**src/sv/block_compare_checksum_defines.svh**
```systemverilog
// Assertion helpers for the design files that check their own logic.
`ifndef BLOCK_COMPARE_CHECKSUM_DEFINES_SVH
`define BLOCK_COMPARE_CHECKSUM_DEFINES_SVH

// The consequent must hold in the same cycle as the antecedent.
`define BCC_ASSERT_SAME(lbl, clk, rst_n, ante, cons, msg) \
  lbl: assert property (@(posedge clk) disable iff (!rst_n) (ante) |-> (cons)) else $error(msg);

// The consequent must hold in the cycle after the antecedent.
`define BCC_ASSERT_NEXT(lbl, clk, rst_n, ante, cons, msg) \
  lbl: assert property (@(posedge clk) disable iff (!rst_n) (ante) |=> (cons)) else $error(msg);

`endif

```
**src/sv/bcc_pkg.sv**
```systemverilog
package bcc_pkg;

  localparam logic [7:0] BCC_MIN_LEN       = 8'd10;
  localparam logic [7:0] BCC_MAX_BLOCK_LEN = 8'd255;
  localparam logic [7:0] BCC_RESET_LEN     = 8'd200;
  localparam logic [9:0] BCC_RESET_MOD     = 10'd0;
  localparam int unsigned BCC_QUEUE_DEPTH  = 4;
  localparam int unsigned BCC_CHK_W        = 16;

  // Register indexes on the configuration port.
  localparam logic REG_BLOCK_LENGTH  = 1'b0;
  localparam logic REG_CHECK_MODULUS = 1'b1;

  // Report kinds.
  localparam logic [1:0] KIND_MISMATCH = 2'd0;
  localparam logic [1:0] KIND_BLOCK    = 2'd1;
  localparam logic [1:0] KIND_TOTALS   = 2'd2;

  typedef struct packed {
    logic [7:0] block_length;
    logic [9:0] check_modulus;
  } bcc_cfg_t;

  // One classified item, as handed from the front end to the back end.
  typedef struct packed {
    logic                 mis;
    logic                 blk_bad;
    logic                 last;
    logic [23:0]          blk_num;
    logic [7:0]           pos;
    logic [7:0]           good_byte;
    logic [7:0]           suspect_byte;
    logic [BCC_CHK_W-1:0] good_chk;
    logic [BCC_CHK_W-1:0] suspect_chk;
    logic [9:0]           modulus;
    logic [31:0]          old_bytes;
    logic [31:0]          new_bytes;
    logic [23:0]          old_blocks;
    logic [23:0]          new_blocks;
  } bcc_job_t;

  typedef struct packed {
    logic [1:0]  kind;
    logic [23:0] blk_num;
    logic [7:0]  pos;
    logic [15:0] good_val;
    logic [15:0] suspect_val;
    logic [31:0] bytes_tot;
    logic [23:0] blocks_tot;
    logic        last;
  } bcc_res_t;

endpackage

```
**src/sv/block_compare_checksum.sv**
```systemverilog
// Block compare with per-block check values. Byte pairs (good, suspect) are
// pushed in one per clock while full is low; they are grouped into blocks of
// block_length pairs (values below 10 act as 10), and a pair with
// end_of_data set closes the current block early. Each differing position
// gives a mismatch item; each block that closes with mismatches gives an item
// with the two XOR parities (check_modulus 0) or the two byte sums reduced
// modulo check_modulus; end of data gives a totals item and restarts all
// counting from block 1. Block numbers and totals saturate. Items leave in
// order through a queue-style port, and last_report marks the final item
// that one input pair caused. The front end takes one pair every cycle as
// long as its job queue (QUEUE_DEPTH entries) has room; a pair that causes no
// report never enters the queue. The back end fetches a job only when it is
// through with the last one, then delivers its items one by one as the
// result register frees; a bad block report first passes a dispatch step,
// and with a nonzero modulus it waits for the shared remainder unit, which
// retires one dividend bit per cycle for both sums. Pairs are therefore
// taken at one per cycle in clean stretches and at the back end's pace once
// the queue is full. There is no clearing pass after reset. The configuration
// registers sit at byte addresses 0 (block_length) and 4 (check_modulus) and
// should be written only while no work is in flight.
`include "block_compare_checksum_defines.svh"

module block_compare_checksum #(
  parameter int unsigned QUEUE_DEPTH = bcc_pkg::BCC_QUEUE_DEPTH
) (
  input  logic        clk,
  input  logic        rst_n,
  // Input channel.
  input  logic        push,
  output logic        full,
  input  logic [7:0]  in_good_byte,
  input  logic [7:0]  in_suspect_byte,
  input  logic        in_end_of_data,
  // Result channel.
  output logic        empty,
  input  logic        pop,
  output logic [1:0]  out_report_kind,
  output logic [23:0] out_block_number,
  output logic [7:0]  out_byte_position,
  output logic [15:0] out_good_value,
  output logic [15:0] out_suspect_value,
  output logic [31:0] out_bad_byte_total,
  output logic [23:0] out_bad_block_total,
  output logic        out_last_report,
  // Configuration port.
  input  logic        psel,
  input  logic        penable,
  input  logic        pwrite,
  input  logic [2:0]  paddr,
  input  logic [31:0] pwdata,
  output logic [31:0] prdata,
  output logic        pready
);
  import bcc_pkg::*;

  logic [7:0] blen_r;
  logic [9:0] cmod_r;
  bcc_cfg_t   cfg;
  logic       cfg_wr;
  logic       reg_sel;

  bcc_job_t   fe_job;
  logic       q_wr;
  logic       q_full;
  bcc_job_t   q_head;
  logic       q_rd;
  logic       q_empty;
  logic       out_valid;
  bcc_res_t   res;

  // Register file: the word address alone selects the register.
  assign pready  = 1'b1;
  assign reg_sel = paddr[2];
  assign cfg_wr  = psel & penable & pwrite & pready;

  always_ff @(posedge clk) begin
    if (!rst_n) begin
      blen_r <= BCC_RESET_LEN;
      cmod_r <= BCC_RESET_MOD;
    end else if (cfg_wr) begin
      unique case (reg_sel)
        REG_BLOCK_LENGTH:  blen_r <= pwdata[7:0];
        REG_CHECK_MODULUS: cmod_r <= pwdata[9:0];
        default: begin
        end
      endcase
    end
  end

  always_comb begin
    unique case (reg_sel)
      REG_BLOCK_LENGTH:  prdata = {24'd0, blen_r};
      REG_CHECK_MODULUS: prdata = {22'd0, cmod_r};
      default:           prdata = 32'd0;
    endcase
  end

  assign cfg.block_length  = blen_r;
  assign cfg.check_modulus = cmod_r;

  // The front end updates the running block state and classifies each pair.
  bcc_front u_front (
    .clk          (clk),
    .rst_n        (rst_n),
    .cfg          (cfg),
    .push         (push),
    .good_byte    (in_good_byte),
    .suspect_byte (in_suspect_byte),
    .end_of_data  (in_end_of_data),
    .q_full       (q_full),
    .q_wr         (q_wr),
    .job          (fe_job)
  );

  assign full = q_full;

  // Jobs wait here so that a slow block report does not stall the input.
  bcc_fifo #(
    .DEPTH (QUEUE_DEPTH)
  ) u_fifo (
    .clk     (clk),
    .rst_n   (rst_n),
    .wr      (q_wr),
    .wr_data (fe_job),
    .rd      (q_rd),
    .rd_data (q_head),
    .full    (q_full),
    .empty   (q_empty)
  );

  // The back end expands each job into its items and computes the remainders.
  bcc_back u_back (
    .clk       (clk),
    .rst_n     (rst_n),
    .head      (q_head),
    .q_empty   (q_empty),
    .q_rd      (q_rd),
    .pop       (pop),
    .out_valid (out_valid),
    .res       (res)
  );

  assign empty               = ~out_valid;
  assign out_report_kind     = res.kind;
  assign out_block_number    = res.blk_num;
  assign out_byte_position   = res.pos;
  assign out_good_value      = res.good_val;
  assign out_suspect_value   = res.suspect_val;
  assign out_bad_byte_total  = res.bytes_tot;
  assign out_bad_block_total = res.blocks_tot;
  assign out_last_report     = res.last;

  // A job must never be written while the queue is full.
  `BCC_ASSERT_SAME(a_no_write_when_full, clk, rst_n, q_full, !q_wr, "job written into a full queue")
  // A totals item always ends the items of its input pair.
  `BCC_ASSERT_SAME(a_totals_is_last, clk, rst_n, !empty && out_report_kind == KIND_TOTALS, out_last_report, "totals item not marked last")
  // A mismatch item carries two different bytes.
  `BCC_ASSERT_SAME(a_mismatch_differs, clk, rst_n, !empty && out_report_kind == KIND_MISMATCH, out_good_value != out_suspect_value, "mismatch item with equal bytes")

endmodule

```
**src/sv/bcc_front.sv**
```systemverilog
module bcc_front (
  input  logic              clk,
  input  logic              rst_n,
  input  bcc_pkg::bcc_cfg_t cfg,
  input  logic              push,
  input  logic [7:0]        good_byte,
  input  logic [7:0]        suspect_byte,
  input  logic              end_of_data,
  input  logic              q_full,
  output logic              q_wr,
  output bcc_pkg::bcc_job_t job
);
  import bcc_pkg::*;

  logic [7:0]           pos_r;
  logic [23:0]          blocks_seen_r;
  logic [7:0]           blk_mis_r;
  logic [BCC_CHK_W-1:0] gchk_r;
  logic [BCC_CHK_W-1:0] schk_r;
  logic [31:0]          tot_bytes_r;
  logic [23:0]          tot_blocks_r;

  logic                 accept;
  logic                 start;
  logic                 mm;
  logic                 close;
  logic                 blk_bad;
  logic [7:0]           eff_len;
  logic [7:0]           pos_nxt;
  logic [23:0]          bs;
  logic [7:0]           mis0;
  logic [7:0]           mis1;
  logic [BCC_CHK_W-1:0] gc0;
  logic [BCC_CHK_W-1:0] sc0;
  logic [BCC_CHK_W-1:0] gc1;
  logic [BCC_CHK_W-1:0] sc1;
  logic [32:0]          bytes_sum;
  logic [31:0]          bytes_nxt;
  logic [23:0]          blocks_nxt;

  assign accept = push & ~q_full;

  always_comb begin
    eff_len = cfg.block_length;
    if (eff_len < BCC_MIN_LEN) begin
      eff_len = BCC_MIN_LEN;
    end
    if (eff_len > BCC_MAX_BLOCK_LEN) begin
      eff_len = BCC_MAX_BLOCK_LEN;
    end

    // A new block starts when the position is back at zero.
    start = (pos_r == 8'd0);
    bs    = (start && blocks_seen_r != 24'hFF_FFFF) ? blocks_seen_r + 24'd1 : blocks_seen_r;
    mis0  = start ? 8'd0 : blk_mis_r;
    gc0   = start ? '0 : gchk_r;
    sc0   = start ? '0 : schk_r;

    mm   = (good_byte != suspect_byte);
    mis1 = (mm && mis0 != 8'hFF) ? mis0 + 8'd1 : mis0;

    if (cfg.check_modulus == 10'd0) begin
      gc1 = gc0 ^ {{(BCC_CHK_W-8){1'b0}}, good_byte};
      sc1 = sc0 ^ {{(BCC_CHK_W-8){1'b0}}, suspect_byte};
    end else begin
      gc1 = gc0 + {{(BCC_CHK_W-8){1'b0}}, good_byte};
      sc1 = sc0 + {{(BCC_CHK_W-8){1'b0}}, suspect_byte};
    end

    pos_nxt = pos_r + 8'd1;
    close   = (pos_nxt >= eff_len) | end_of_data;
    blk_bad = close & (mis1 != 8'd0);

    bytes_sum  = {1'b0, tot_bytes_r} + {25'd0, mis1};
    bytes_nxt  = tot_bytes_r;
    blocks_nxt = tot_blocks_r;
    if (blk_bad) begin
      bytes_nxt  = bytes_sum[32] ? 32'hFFFF_FFFF : bytes_sum[31:0];
      blocks_nxt = (tot_blocks_r != 24'hFF_FFFF) ? tot_blocks_r + 24'd1 : tot_blocks_r;
    end

    job.mis          = mm;
    job.blk_bad      = blk_bad;
    job.last         = end_of_data;
    job.blk_num      = bs;
    job.pos          = pos_r;
    job.good_byte    = good_byte;
    job.suspect_byte = suspect_byte;
    job.good_chk     = gc1;
    job.suspect_chk  = sc1;
    job.modulus      = cfg.check_modulus;
    job.old_bytes    = tot_bytes_r;
    job.new_bytes    = bytes_nxt;
    job.old_blocks   = tot_blocks_r;
    job.new_blocks   = blocks_nxt;
  end

  // Items that cause no report leave the queue alone.
  assign q_wr = accept & (mm | blk_bad | end_of_data);

  always_ff @(posedge clk) begin
    if (!rst_n) begin
      pos_r         <= '0;
      blocks_seen_r <= '0;
      blk_mis_r     <= '0;
      gchk_r        <= '0;
      schk_r        <= '0;
      tot_bytes_r   <= '0;
      tot_blocks_r  <= '0;
    end else if (accept) begin
      if (end_of_data) begin
        pos_r         <= '0;
        blocks_seen_r <= '0;
        blk_mis_r     <= '0;
        gchk_r        <= '0;
        schk_r        <= '0;
        tot_bytes_r   <= '0;
        tot_blocks_r  <= '0;
      end else begin
        blocks_seen_r <= bs;
        gchk_r        <= gc1;
        schk_r        <= sc1;
        tot_bytes_r   <= bytes_nxt;
        tot_blocks_r  <= blocks_nxt;
        if (close) begin
          pos_r     <= '0;
          blk_mis_r <= '0;
        end else begin
          pos_r     <= pos_nxt;
          blk_mis_r <= mis1;
        end
      end
    end
  end

endmodule

```
**src/sv/bcc_fifo.sv**
```systemverilog
module bcc_fifo #(
  parameter int unsigned DEPTH = bcc_pkg::BCC_QUEUE_DEPTH
) (
  input  logic              clk,
  input  logic              rst_n,
  input  logic              wr,
  input  bcc_pkg::bcc_job_t wr_data,
  input  logic              rd,
  output bcc_pkg::bcc_job_t rd_data,
  output logic              full,
  output logic              empty
);
  import bcc_pkg::*;

  localparam int unsigned PTR_W = (DEPTH > 1) ? $clog2(DEPTH) : 1;
  localparam int unsigned CNT_W = $clog2(DEPTH + 1);
  localparam logic [PTR_W-1:0] LAST_PTR = PTR_W'(DEPTH - 1);
  localparam logic [CNT_W-1:0] FULL_CNT = CNT_W'(DEPTH);

  bcc_job_t         slot_r [DEPTH];
  logic [PTR_W-1:0] wr_ptr_r;
  logic [PTR_W-1:0] rd_ptr_r;
  logic [CNT_W-1:0] cnt_r;
  logic             do_wr;
  logic             do_rd;

  assign full    = (cnt_r == FULL_CNT);
  assign empty   = (cnt_r == '0);
  assign do_wr   = wr & ~full;
  assign do_rd   = rd & ~empty;
  assign rd_data = slot_r[rd_ptr_r];

  always_ff @(posedge clk) begin
    if (do_wr) begin
      slot_r[wr_ptr_r] <= wr_data;
    end
  end

  always_ff @(posedge clk) begin
    if (!rst_n) begin
      wr_ptr_r <= '0;
      rd_ptr_r <= '0;
      cnt_r    <= '0;
    end else begin
      if (do_wr) begin
        wr_ptr_r <= (wr_ptr_r == LAST_PTR) ? '0 : wr_ptr_r + PTR_W'(1);
      end
      if (do_rd) begin
        rd_ptr_r <= (rd_ptr_r == LAST_PTR) ? '0 : rd_ptr_r + PTR_W'(1);
      end
      if (do_wr && !do_rd) begin
        cnt_r <= cnt_r + CNT_W'(1);
      end else if (do_rd && !do_wr) begin
        cnt_r <= cnt_r - CNT_W'(1);
      end
    end
  end

endmodule

```
**src/sv/bcc_div.sv**
```systemverilog
module bcc_div (
  input  logic                          clk,
  input  logic                          rst_n,
  input  logic                          start,
  input  logic [bcc_pkg::BCC_CHK_W-1:0] dvd_a,
  input  logic [bcc_pkg::BCC_CHK_W-1:0] dvd_b,
  input  logic [9:0]                    divisor,
  output logic                          done,
  output logic [9:0]                    rem_a,
  output logic [9:0]                    rem_b
);
  import bcc_pkg::*;

  localparam int unsigned CNT_W = $clog2(BCC_CHK_W);
  localparam logic [CNT_W-1:0] LAST_STEP = CNT_W'(BCC_CHK_W - 1);

  logic                 busy_r;
  logic [CNT_W-1:0]     cnt_r;
  logic [BCC_CHK_W-1:0] dvd_a_r;
  logic [BCC_CHK_W-1:0] dvd_b_r;
  logic [9:0]           rem_a_r;
  logic [9:0]           rem_b_r;
  logic [9:0]           div_r;
  logic [10:0]          try_a;
  logic [10:0]          try_b;
  logic [9:0]           rem_a_nxt;
  logic [9:0]           rem_b_nxt;

  // Restoring shift-subtract, one dividend bit per cycle for both streams.
  always_comb begin
    try_a     = {rem_a_r, dvd_a_r[BCC_CHK_W-1]};
    try_b     = {rem_b_r, dvd_b_r[BCC_CHK_W-1]};
    rem_a_nxt = (try_a >= {1'b0, div_r}) ? 10'(try_a - {1'b0, div_r}) : try_a[9:0];
    rem_b_nxt = (try_b >= {1'b0, div_r}) ? 10'(try_b - {1'b0, div_r}) : try_b[9:0];
  end

  assign done  = busy_r & (cnt_r == LAST_STEP);
  assign rem_a = rem_a_r;
  assign rem_b = rem_b_r;

  always_ff @(posedge clk) begin
    if (start) begin
      dvd_a_r <= dvd_a;
      dvd_b_r <= dvd_b;
      div_r   <= divisor;
      rem_a_r <= '0;
      rem_b_r <= '0;
    end else if (busy_r) begin
      dvd_a_r <= {dvd_a_r[BCC_CHK_W-2:0], 1'b0};
      dvd_b_r <= {dvd_b_r[BCC_CHK_W-2:0], 1'b0};
      rem_a_r <= rem_a_nxt;
      rem_b_r <= rem_b_nxt;
    end
  end

  always_ff @(posedge clk) begin
    if (!rst_n) begin
      busy_r <= 1'b0;
      cnt_r  <= '0;
    end else if (start) begin
      busy_r <= 1'b1;
      cnt_r  <= '0;
    end else if (busy_r) begin
      busy_r <= ~done;
      cnt_r  <= cnt_r + CNT_W'(1);
    end
  end

endmodule

```
**src/sv/bcc_back.sv**
```systemverilog
module bcc_back (
  input  logic              clk,
  input  logic              rst_n,
  input  bcc_pkg::bcc_job_t head,
  input  logic              q_empty,
  output logic              q_rd,
  input  logic              pop,
  output logic              out_valid,
  output bcc_pkg::bcc_res_t res
);
  import bcc_pkg::*;

  localparam logic [2:0] S_IDLE = 3'd0;
  localparam logic [2:0] S_MIS  = 3'd1;
  localparam logic [2:0] S_DST  = 3'd2;
  localparam logic [2:0] S_DIV  = 3'd3;
  localparam logic [2:0] S_BLK  = 3'd4;
  localparam logic [2:0] S_TOT  = 3'd5;

  logic [2:0] state_r;
  logic [2:0] state_nxt;
  bcc_job_t   job_r;
  logic       out_v_r;
  logic       out_v_nxt;
  bcc_res_t   res_r;
  bcc_res_t   res_nxt;
  logic       load_ok;
  logic       load;
  logic       div_start;
  logic       div_done;
  logic [9:0] rem_a;
  logic [9:0] rem_b;

  function automatic logic [2:0] after_blk(input bcc_job_t j);
    return j.last ? S_TOT : S_IDLE;
  endfunction

  function automatic logic [2:0] after_mis(input bcc_job_t j);
    return j.blk_bad ? S_DST : after_blk(j);
  endfunction

  function automatic logic [2:0] first_step(input bcc_job_t j);
    return j.mis ? S_MIS : after_mis(j);
  endfunction

  bcc_div u_div (
    .clk     (clk),
    .rst_n   (rst_n),
    .start   (div_start),
    .dvd_a   (job_r.good_chk),
    .dvd_b   (job_r.suspect_chk),
    .divisor (job_r.modulus),
    .done    (div_done),
    .rem_a   (rem_a),
    .rem_b   (rem_b)
  );

  // The result register may be refilled in the cycle it is popped.
  assign load_ok = ~out_v_r | pop;

  always_comb begin
    state_nxt = state_r;
    q_rd      = 1'b0;
    load      = 1'b0;
    div_start = 1'b0;
    res_nxt   = res_r;
    unique case (state_r)
      S_IDLE: begin
        if (!q_empty) begin
          q_rd      = 1'b1;
          state_nxt = first_step(head);
        end
      end
      S_MIS: begin
        if (load_ok) begin
          load                = 1'b1;
          res_nxt.kind        = KIND_MISMATCH;
          res_nxt.blk_num     = job_r.blk_num;
          res_nxt.pos         = job_r.pos;
          res_nxt.good_val    = {8'd0, job_r.good_byte};
          res_nxt.suspect_val = {8'd0, job_r.suspect_byte};
          res_nxt.bytes_tot   = job_r.old_bytes;
          res_nxt.blocks_tot  = job_r.old_blocks;
          res_nxt.last        = ~job_r.blk_bad & ~job_r.last;
          state_nxt           = after_mis(job_r);
        end
      end
      S_DST: begin
        if (job_r.modulus == 10'd0) begin
          state_nxt = S_BLK;
        end else begin
          div_start = 1'b1;
          state_nxt = S_DIV;
        end
      end
      S_DIV: begin
        if (div_done) begin
          state_nxt = S_BLK;
        end
      end
      S_BLK: begin
        if (load_ok) begin
          load            = 1'b1;
          res_nxt.kind    = KIND_BLOCK;
          res_nxt.blk_num = job_r.blk_num;
          res_nxt.pos     = 8'd0;
          if (job_r.modulus == 10'd0) begin
            res_nxt.good_val    = job_r.good_chk;
            res_nxt.suspect_val = job_r.suspect_chk;
          end else begin
            res_nxt.good_val    = {6'd0, rem_a};
            res_nxt.suspect_val = {6'd0, rem_b};
          end
          res_nxt.bytes_tot  = job_r.new_bytes;
          res_nxt.blocks_tot = job_r.new_blocks;
          res_nxt.last       = ~job_r.last;
          state_nxt          = after_blk(job_r);
        end
      end
      S_TOT: begin
        if (load_ok) begin
          load                = 1'b1;
          res_nxt.kind        = KIND_TOTALS;
          res_nxt.blk_num     = job_r.blk_num;
          res_nxt.pos         = 8'd0;
          res_nxt.good_val    = 16'd0;
          res_nxt.suspect_val = 16'd0;
          res_nxt.bytes_tot   = job_r.new_bytes;
          res_nxt.blocks_tot  = job_r.new_blocks;
          res_nxt.last        = 1'b1;
          state_nxt           = S_IDLE;
        end
      end
      default: begin
        state_nxt = S_IDLE;
      end
    endcase

    if (load) begin
      out_v_nxt = 1'b1;
    end else if (pop) begin
      out_v_nxt = 1'b0;
    end else begin
      out_v_nxt = out_v_r;
    end
  end

  always_ff @(posedge clk) begin
    if (q_rd) begin
      job_r <= head;
    end
    if (load) begin
      res_r <= res_nxt;
    end
  end

  always_ff @(posedge clk) begin
    if (!rst_n) begin
      state_r <= S_IDLE;
      out_v_r <= 1'b0;
    end else begin
      state_r <= state_nxt;
      out_v_r <= out_v_nxt;
    end
  end

  assign out_valid = out_v_r;
  assign res       = res_r;

endmodule

```
**config.mk**
```make
export PLATFORM = sky130hd
export DESIGN_NAME = block_compare_checksum
export DESIGN_NICKNAME = d
export VERILOG_FILES = /design/src/sv/bcc_pkg.sv /design/src/sv/block_compare_checksum.sv /design/src/sv/bcc_front.sv /design/src/sv/bcc_fifo.sv /design/src/sv/bcc_div.sv /design/src/sv/bcc_back.sv
export VERILOG_INCLUDE_DIRS = /design/src /design/src/sv
export SDC_FILE = /design/constraint.sdc
export NUM_CORES = 2
export LEC_CHECK = 0
export ABC_AREA = 1
export CORE_MARGIN = 3
export CORE_UTILIZATION = 29
export DETAILED_ROUTE_END_ITERATION = 10
export DONT_BUFFER_PORTS = 1
export PLACE_DENSITY_LB_ADDON = 0.2
export SETUP_SLACK_MARGIN = 0.3
export SLEW_MARGIN = 10
export SYNTH_ARGS = -nofsm -noshare
export SYNTH_HDL_FRONTEND = slang
export SYNTH_SLANG_ARGS = --single-unit
```
**constraint.sdc**
```tcl
create_clock -name clk -period 11.4 [get_ports clk]
set_input_delay 0 -clock clk [delete_from_list [all_inputs] [get_ports clk]]
set_output_delay 0 -clock clk [all_outputs]
set_load 0.02 [all_outputs]
```
==> Yosys cells after proc, flatten, opt, wreduce, memory -nomap -nowiden <==
Memory sizes are Yosys's and may differ from the RTL's. A register that Yosys moved wholly into a read port is not among the register bits.
Index checks and enable logic that the tools add are counted.
{ "totals": {"register_bits": 551, "ramBits": 820, "out_inout_bits": 158, "elab_cells": 189, "memories": 1} }
{ "mem_list": {"columns": ["memory", "words", "width", "read_ports", "rd_clocked_by_memory_dff", "wr", "line_no", "rtl"], "rows": [
  ["u_fifo.slot_r", 4, 205, 1, 1, 1, "bcc_fifo.sv:20", "bcc_job_t slot_r [DEPTH];"]
]} }
{ "classes": {"n_addsub": 14, "n_lt_le_gt_ge": 5, "eq_ne": 18, "mux": 64, "bitwise_logic": 23, "reduce_logical": 22} }
{ "op_table": {"columns": ["operator", "count"], "rows": [
  ["123-bit 2-to-1 mux", 3],
  ["123-bit case mux with 3 select lines", 1],
  ["16-bit 2-to-1 mux", 10],
  ["32-bit 2-to-1 mux", 4],
  ["24-bit 2-to-1 mux", 5],
  ["8-bit 2-to-1 mux", 8],
  ["32-bit case mux with 2 select lines", 1],
  ["24-bit by 1-bit adder with 24-bit output, second input constant", 2],
  ["24-bit != test, second input constant", 2],
  ["3-bit 2-to-1 mux", 13],
  ["32-bit by 8-bit adder with 33-bit output", 1],
  ["16-bit by 8-bit adder with 16-bit output", 2],
  ["16-bit by 8-bit XOR with 16-bit output", 2],
  ["11-bit by 10-bit >= comparator with 1-bit output", 2],
  ["10-bit zero test", 2],
  ["10-bit 2-to-1 mux", 2],
  ["10-bit subtractor", 2],
  ["3-bit case mux with 6 select lines", 1],
  ["8-bit by 1-bit adder with 8-bit output, second input constant", 2],
  ["1-bit 2-to-1 mux", 12],
  ["5-bit AND reduction", 2],
  ["1-bit AND", 9],
  ["3-bit == test, second input constant", 3],
  ["8-bit >= comparator", 1],
  ["27 further kinds", 54]
]} }

==> Longest topological paths before layout <==
{ "depth": {"ltp_word": 15, "ltp_mapped": 32} }

==> Cells and area by module <==
From an unflattened synthesis, not the netlist that was laid out.
{ "hier_totals": {"cells_unflattened": 5242, "area_unflattened_um2": 58055.7} }
{ "by_module_without_submodules": {"columns": ["mod", "instances", "cells_each", "area_per_inst_um2", "seq_area_each_um2"], "rows": [
  ["bcc_fifo", 1, 2054, 30799.5, 24803.8],
  ["bcc_back", 1, 717, 11499.8, 9899.5],
  ["bcc_front", 1, 1786, 10759.1, 2562.5],
  ["bcc_div", 1, 520, 3942.5, 1761.7],
  ["block_compare_checksum", 1, 165, 1054.8, 360.3]
]} }

==> Least setup slack after synthesis <==
No wires, ideal clock.
{ "synth_timing": {"kind": "reg2reg", "start": "register u_front.pos_r[0]", "end": "memory u_fifo.slot_r[0][0] in the netlist's numbering, enable pin", "setup_time_ns": 0.774, "arrival_time_ns": 10.827, "slack_ns": -0.201, "stages_incl_launch_ff": 22, "n_path_buf": 1, "path_cell_list": "dfxtp_1 inv_1 ha_1 nand2_1 nor2_2 nand2_4 buf_6 nand2_1 inv_1 ha_1 nand2_1 nor2_4 nand2_2 nand2_2 o21ai_2 nand2_1 nor2_2 nand2_2 nand2_2 nand2_1 nand2_1 nor2_1"} }
{ "synth_between": {"elab_chain_len": 13, "word_cells_on_any_way": 17, "cone_classes": "add/sub (2); order compare (1); eq/ne (1); mux (4); bitwise (6); reduce/logical (3)"} }
{ "synth_rtl": {"columns": ["element", "line_no", "rtl"], "rows": [
  ["start, declared", "bcc_front.sv:15", "logic [7:0] pos_r;"],
  ["start signal, assigned", "bcc_front.sv:129", "pos_r <= pos_nxt;"],
  ["branches (longest 6 deep; another with 8-bit by 1-bit adder with 8-bit output)", null, null],
  ["1-bit AND (*)", "bcc_front.sv:72", "blk_bad = close & (mis1 != 8'd0);"],
  ["1-bit OR (*) (2 in a row)", "bcc_front.sv:99", "assign q_wr = accept & (mm | blk_bad | end_of_data);"],
  ["1-bit AND (*)", "bcc_front.sv:99", null],
  ["1-bit AND (*)", "bcc_fifo.sv:29", "assign do_wr = wr & ~full;"],
  ["1-bit 2-to-1 mux (*)", "bcc_fifo.sv:34", "if (do_wr) begin"],
  ["1-bit 2-to-1 mux (not written as such) (*)", "bcc_fifo.sv:35", "slot_r[wr_ptr_r] <= wr_data;"],
  ["end, declared", "bcc_fifo.sv:20", null]
]} }
Mark *: on every way between the ends.

==> Worst setup path in the final report <==
{ "layout_timing": {"start": "register u_front.pos_r[0]", "end": "memory u_fifo.slot_r[0][192] in the netlist's numbering, enable pin"} }
Same word-level chain as after synthesis.

==> impl_metrics.py <==
metrics = {
    "status": {
        "status": "complete, no violations",
    },
    "pwr": {
        "leakagePower_nw": 23.29,
        "ir_drop_mv": 0.3438,
        "power_density_nw_per_um2": 247.6,
    },
    "grt": {
        "grt_antenna_before_repair": 5,
        "grt_usage_pct": 14.79,
        "grt_max_degree": 199,
        "grt_pass1_wl_um": 226700,
        "grt_pass1_vias": 34950,
        "grt_overflow": 0,
    },
    "clock_tree": {
        "clkSlewWorstSetupHoldPaths_ns": 0.06,
        "cts_sinks": 1373,
        "root_buffer": "clkbuf_16",
        "clock_latency_ns": 0.80,
        "cts_buffers": 155,
        "hold_buffers": 66,
        "cts.path.max_buffers": 3,
        "htreeDepth": 4,
        "cts.repair.resized": 0,
        "post_cts_buffers": 0,
        "cts_tree": "done",
    },
    "timing": {
        "slew_viol_final": 0,
        "hold_slack_ns": 0.07273,
        "slew_headroom_pct": 22.86,
        "rsz0062_at_grt": "no",
        "fmax_ghz": 0.1645,
        "period_needed_ns": 6.078,
        "skew_ns": 0.03138,
        "worst_slew_pin_slew_ns": 1.153,
        "setup_ws_ns": 5.322,
        "tns_ns": 0,
        "hold_viol_final": 0,
        "fin_crit_sh_pct": 53.31,
        "setup_viol": 0,
    },
    "layout": {
        "fin_nets": 5137,
        "diodes": 0,
        "fin_area_um2": 65240,
        "post-route-util_pct": 33.70,
        "areaGrowthSynthToFinish_pct": 14.90,
        "n_fill_cell": 19150,
        "drive_above_1_share_pct": 7.216,
    },
    "place": {
        "post_dp_cell_area_um2": 59420,
        "place_ws_ns": 5.250,
        "place_hpwl_um": 84310,
        "place.gp.congestion": 0.7810,
        "port_buffers": 0,
    },
    "floorplan": {
        "dieArea_um2": 201100,
        "ios": 217,
        "start_util_pct": 29.33,
        "die_x_um": 448.5,
        "placeableCoreArea_um2": 193600,
        "die_height_um": 448.5,
        "num_rows": 161,
    },
    "synthesis": {
        "syn_area_um2": 56780,
        "ys_warn_count": 0,
        "synth-edff-count": 1189,
        "synth_cells": 4990,
        "yosysSeqAreaShare_pct": 69.37,
        "yosysUniqueCellTypes": 53,
        "postSynthAreaPerCell_um2": 11.38,
        "ys.flop_type": "edfxtp_1",
        "ys_seq_elements": 1373,
        "async_reset_ff_share_pct": 0,
    },
    "critical_path": {
        "rr_worst_depth": 23,
        "crit_buf_inv": 5,
        "path_delay_family": "buffers and inverters",
        "cpMostUsedCell": "nand2_1",
        "timing_worst_setup_path_type": "reg2reg",
        "path_depth": 23,
        "cp_data_required_time_ns": 11.81,
        "cp_slowest_cell": "buf_4",
        "critPathMaxStageDelay_ns": 0.74,
        "path_cells": "inv_1 > ha_1 > nand2_1 > nor2_2 > nand2_4 > nand2_1 > inv_1 > ha_1 > nand2_1 > nor2_4 > nand2_2 > nand2_2 > o21ai_2 > nand2_1 > nor2_2 > nand2_2 > buf_4 > nand2_2 > nand2_1 > nand2_1 > nor2_4 > buf_4 > buf_4",
        "crit_fanout": 57,
        "cp.arrival_ns": 6.49,
        "end_kind": "flop",
        "crit_path_start_kind": "flop",
    },
    "drt": {
        "first_iter_violations": 2334,
        "num_vias": 36150,
        "routed_wl_um": 150500,
        "drc": 0,
        "firstDrtPassIters": 5,
        "avgViaCountPerCell": 4.665,
        "routedWlPerCell_um": 19.42,
        "antenna_left": 0,
    },
    "min_path": {
        "hold_path_class": "in2reg",
        "whs_path_depth": 4,
    },
    "flow_run": {
        "cap_violations": 0,
    },
}
[worst min-delay path, delay by kind of cell]
| family | cells | cell delay [ns] |
|---|---|---|
| simple gates | 3 | 0.56 |
| xor+xnor | 1 | 0.04 |
[synthesized netlist by cell type, types with 7 or more instances]
cell	count	share of area (%)
o22ai_1	211	2.3
dfxtp_1	184	6.5
edfxtp_1	1189	63
buf_2	7	0.062
nand2_1	885	5.9
nor3_1	52	0.46
xnor2_1	33	0.51
ha_1	64	1.4
clkbuf_1	222	1.5
buf_4	24	0.32
buf_6	11	0.22
nand3_1	121	1.1
inv_2	7	0.046
nand2_2	8	0.088
a21oi_2	8	0.12
or2_2	11	0.12
nand4_1	34	0.37
a21oi_1	206	1.8
buf_1	8	0.053
nand3_2	32	0.56
a22oi_1	8	0.11
inv_1	344	2.3
nor2_1	622	4.1
nor4_1	15	0.17
nand3b_1	12	0.16
o211ai_1	14	0.19
o21ai_0	522	4.6
nand3b_2	10	0.20
xor2_1	74	1.1
[metrics by stage]
stage / power [W] / cells
finish: 0.01616 / 7749
global route: 0.01708 / 7749
CTS: 0.01649 / 7749
detailed placement: 0.01139 / 7393
global placement: 0.01136 / 7393
floorplan: 0.01012 / 5011
[registers in the layout, indices dropped and copies added, names as in the netlist, 16 cells and up, named ones only]
register	count
u_fifo.slot_r	820
u_back.job_r	204
u_back.res	123
u_front.tot_bytes_r	32
u_front.blocks_seen_r	24
u_front.tot_blocks_r	24
u_back.u_div.dvd_a_r	16
u_back.u_div.dvd_b_r	16
u_front.gchk_r	16
u_front.schk_r	16
[path summary, 6_finish.rpt]
kind                                endpoint  slack [ns]                          start
min reg2reg        u_back.res[112]$_DFFE_PP_        0.42    u_back.job_r[193]$_DFFE_PP_
max reg2reg  u_fifo.slot_r[0][192]$_DFFE_PP_        5.32  u_front.pos_r[0]$_SDFFE_PN0P_
min          u_fifo.slot_r[0][204]$_DFFE_PP_        0.07             in_suspect_byte[3]
max          u_fifo.slot_r[0][192]$_DFFE_PP_        5.32  u_front.pos_r[0]$_SDFFE_PN0P_
[metal layers]
layer  up-vias  GRT usage, %  wire [um]
li1      17440             -          -
met1     17810         19.60      68280
met2       688         24.99      72910
met3       208         2.572       6321
met4         0         3.870       2981
met5         -             0          0
[cell type report]
cell class / instances / area, um^2 / area share, %
clock buffer: 230 / 4404 / 6.751
clock inverter: 60 / 750.7 / 1.151
inverter: 353 / 1344 / 2.060
multi-input combinational: 3013 / 15000 / 22.99
sequential: 1373 / 39400 / 60.39
tap: 2608 / 3263 / 5.002
timing repair buffer: 112 / 1081 / 1.657
[placed cells by master (no fill, tap or decap), types with 12 or more instances in the layout]
master	synthesis	final
a21oi_1	206	206
buf_4	24	40
clkbuf_1	222	54
clkbuf_16	0	158
clkbuf_8	0	18
clkinv_1	2	16
clkinv_2	0	21
conb_1	2	23
dfxtp_1	184	182
dlygate4sd3_1	0	66
edfxtp_1	1189	1189
ha_1	64	64
inv_1	344	340
nand2_1	885	885
nand3_1	121	121
nand3_2	32	32
nand3b_1	12	12
nand4_1	34	34
nor2_1	622	614
nor3_1	52	52
nor4_1	15	15
o211ai_1	14	14
o21ai_0	522	522
o22ai_1	211	211
xnor2_1	33	33
xor2_1	74	74
[report_power, final]
group          internal (W)  total [W]  switching [W]
clock network       0.00291    0.00498        0.00207
registers           0.00708    0.00786       0.000782
logic              0.000785    0.00331        0.00252
[logic make-up after synthesis]
family | after synthesis | share of synthesized area, %
simple gates | 1823 | 13.45
fa+ha+maj | 70 | 1.622
flops | 1373 | 69.37
compound gates | 990 | 9.443
xor+xnor | 107 | 1.651
other cells | 2 | 0.01323
buf+inv | 625 | 4.452
No activity file was read; power rests on OpenSTA's default activity.
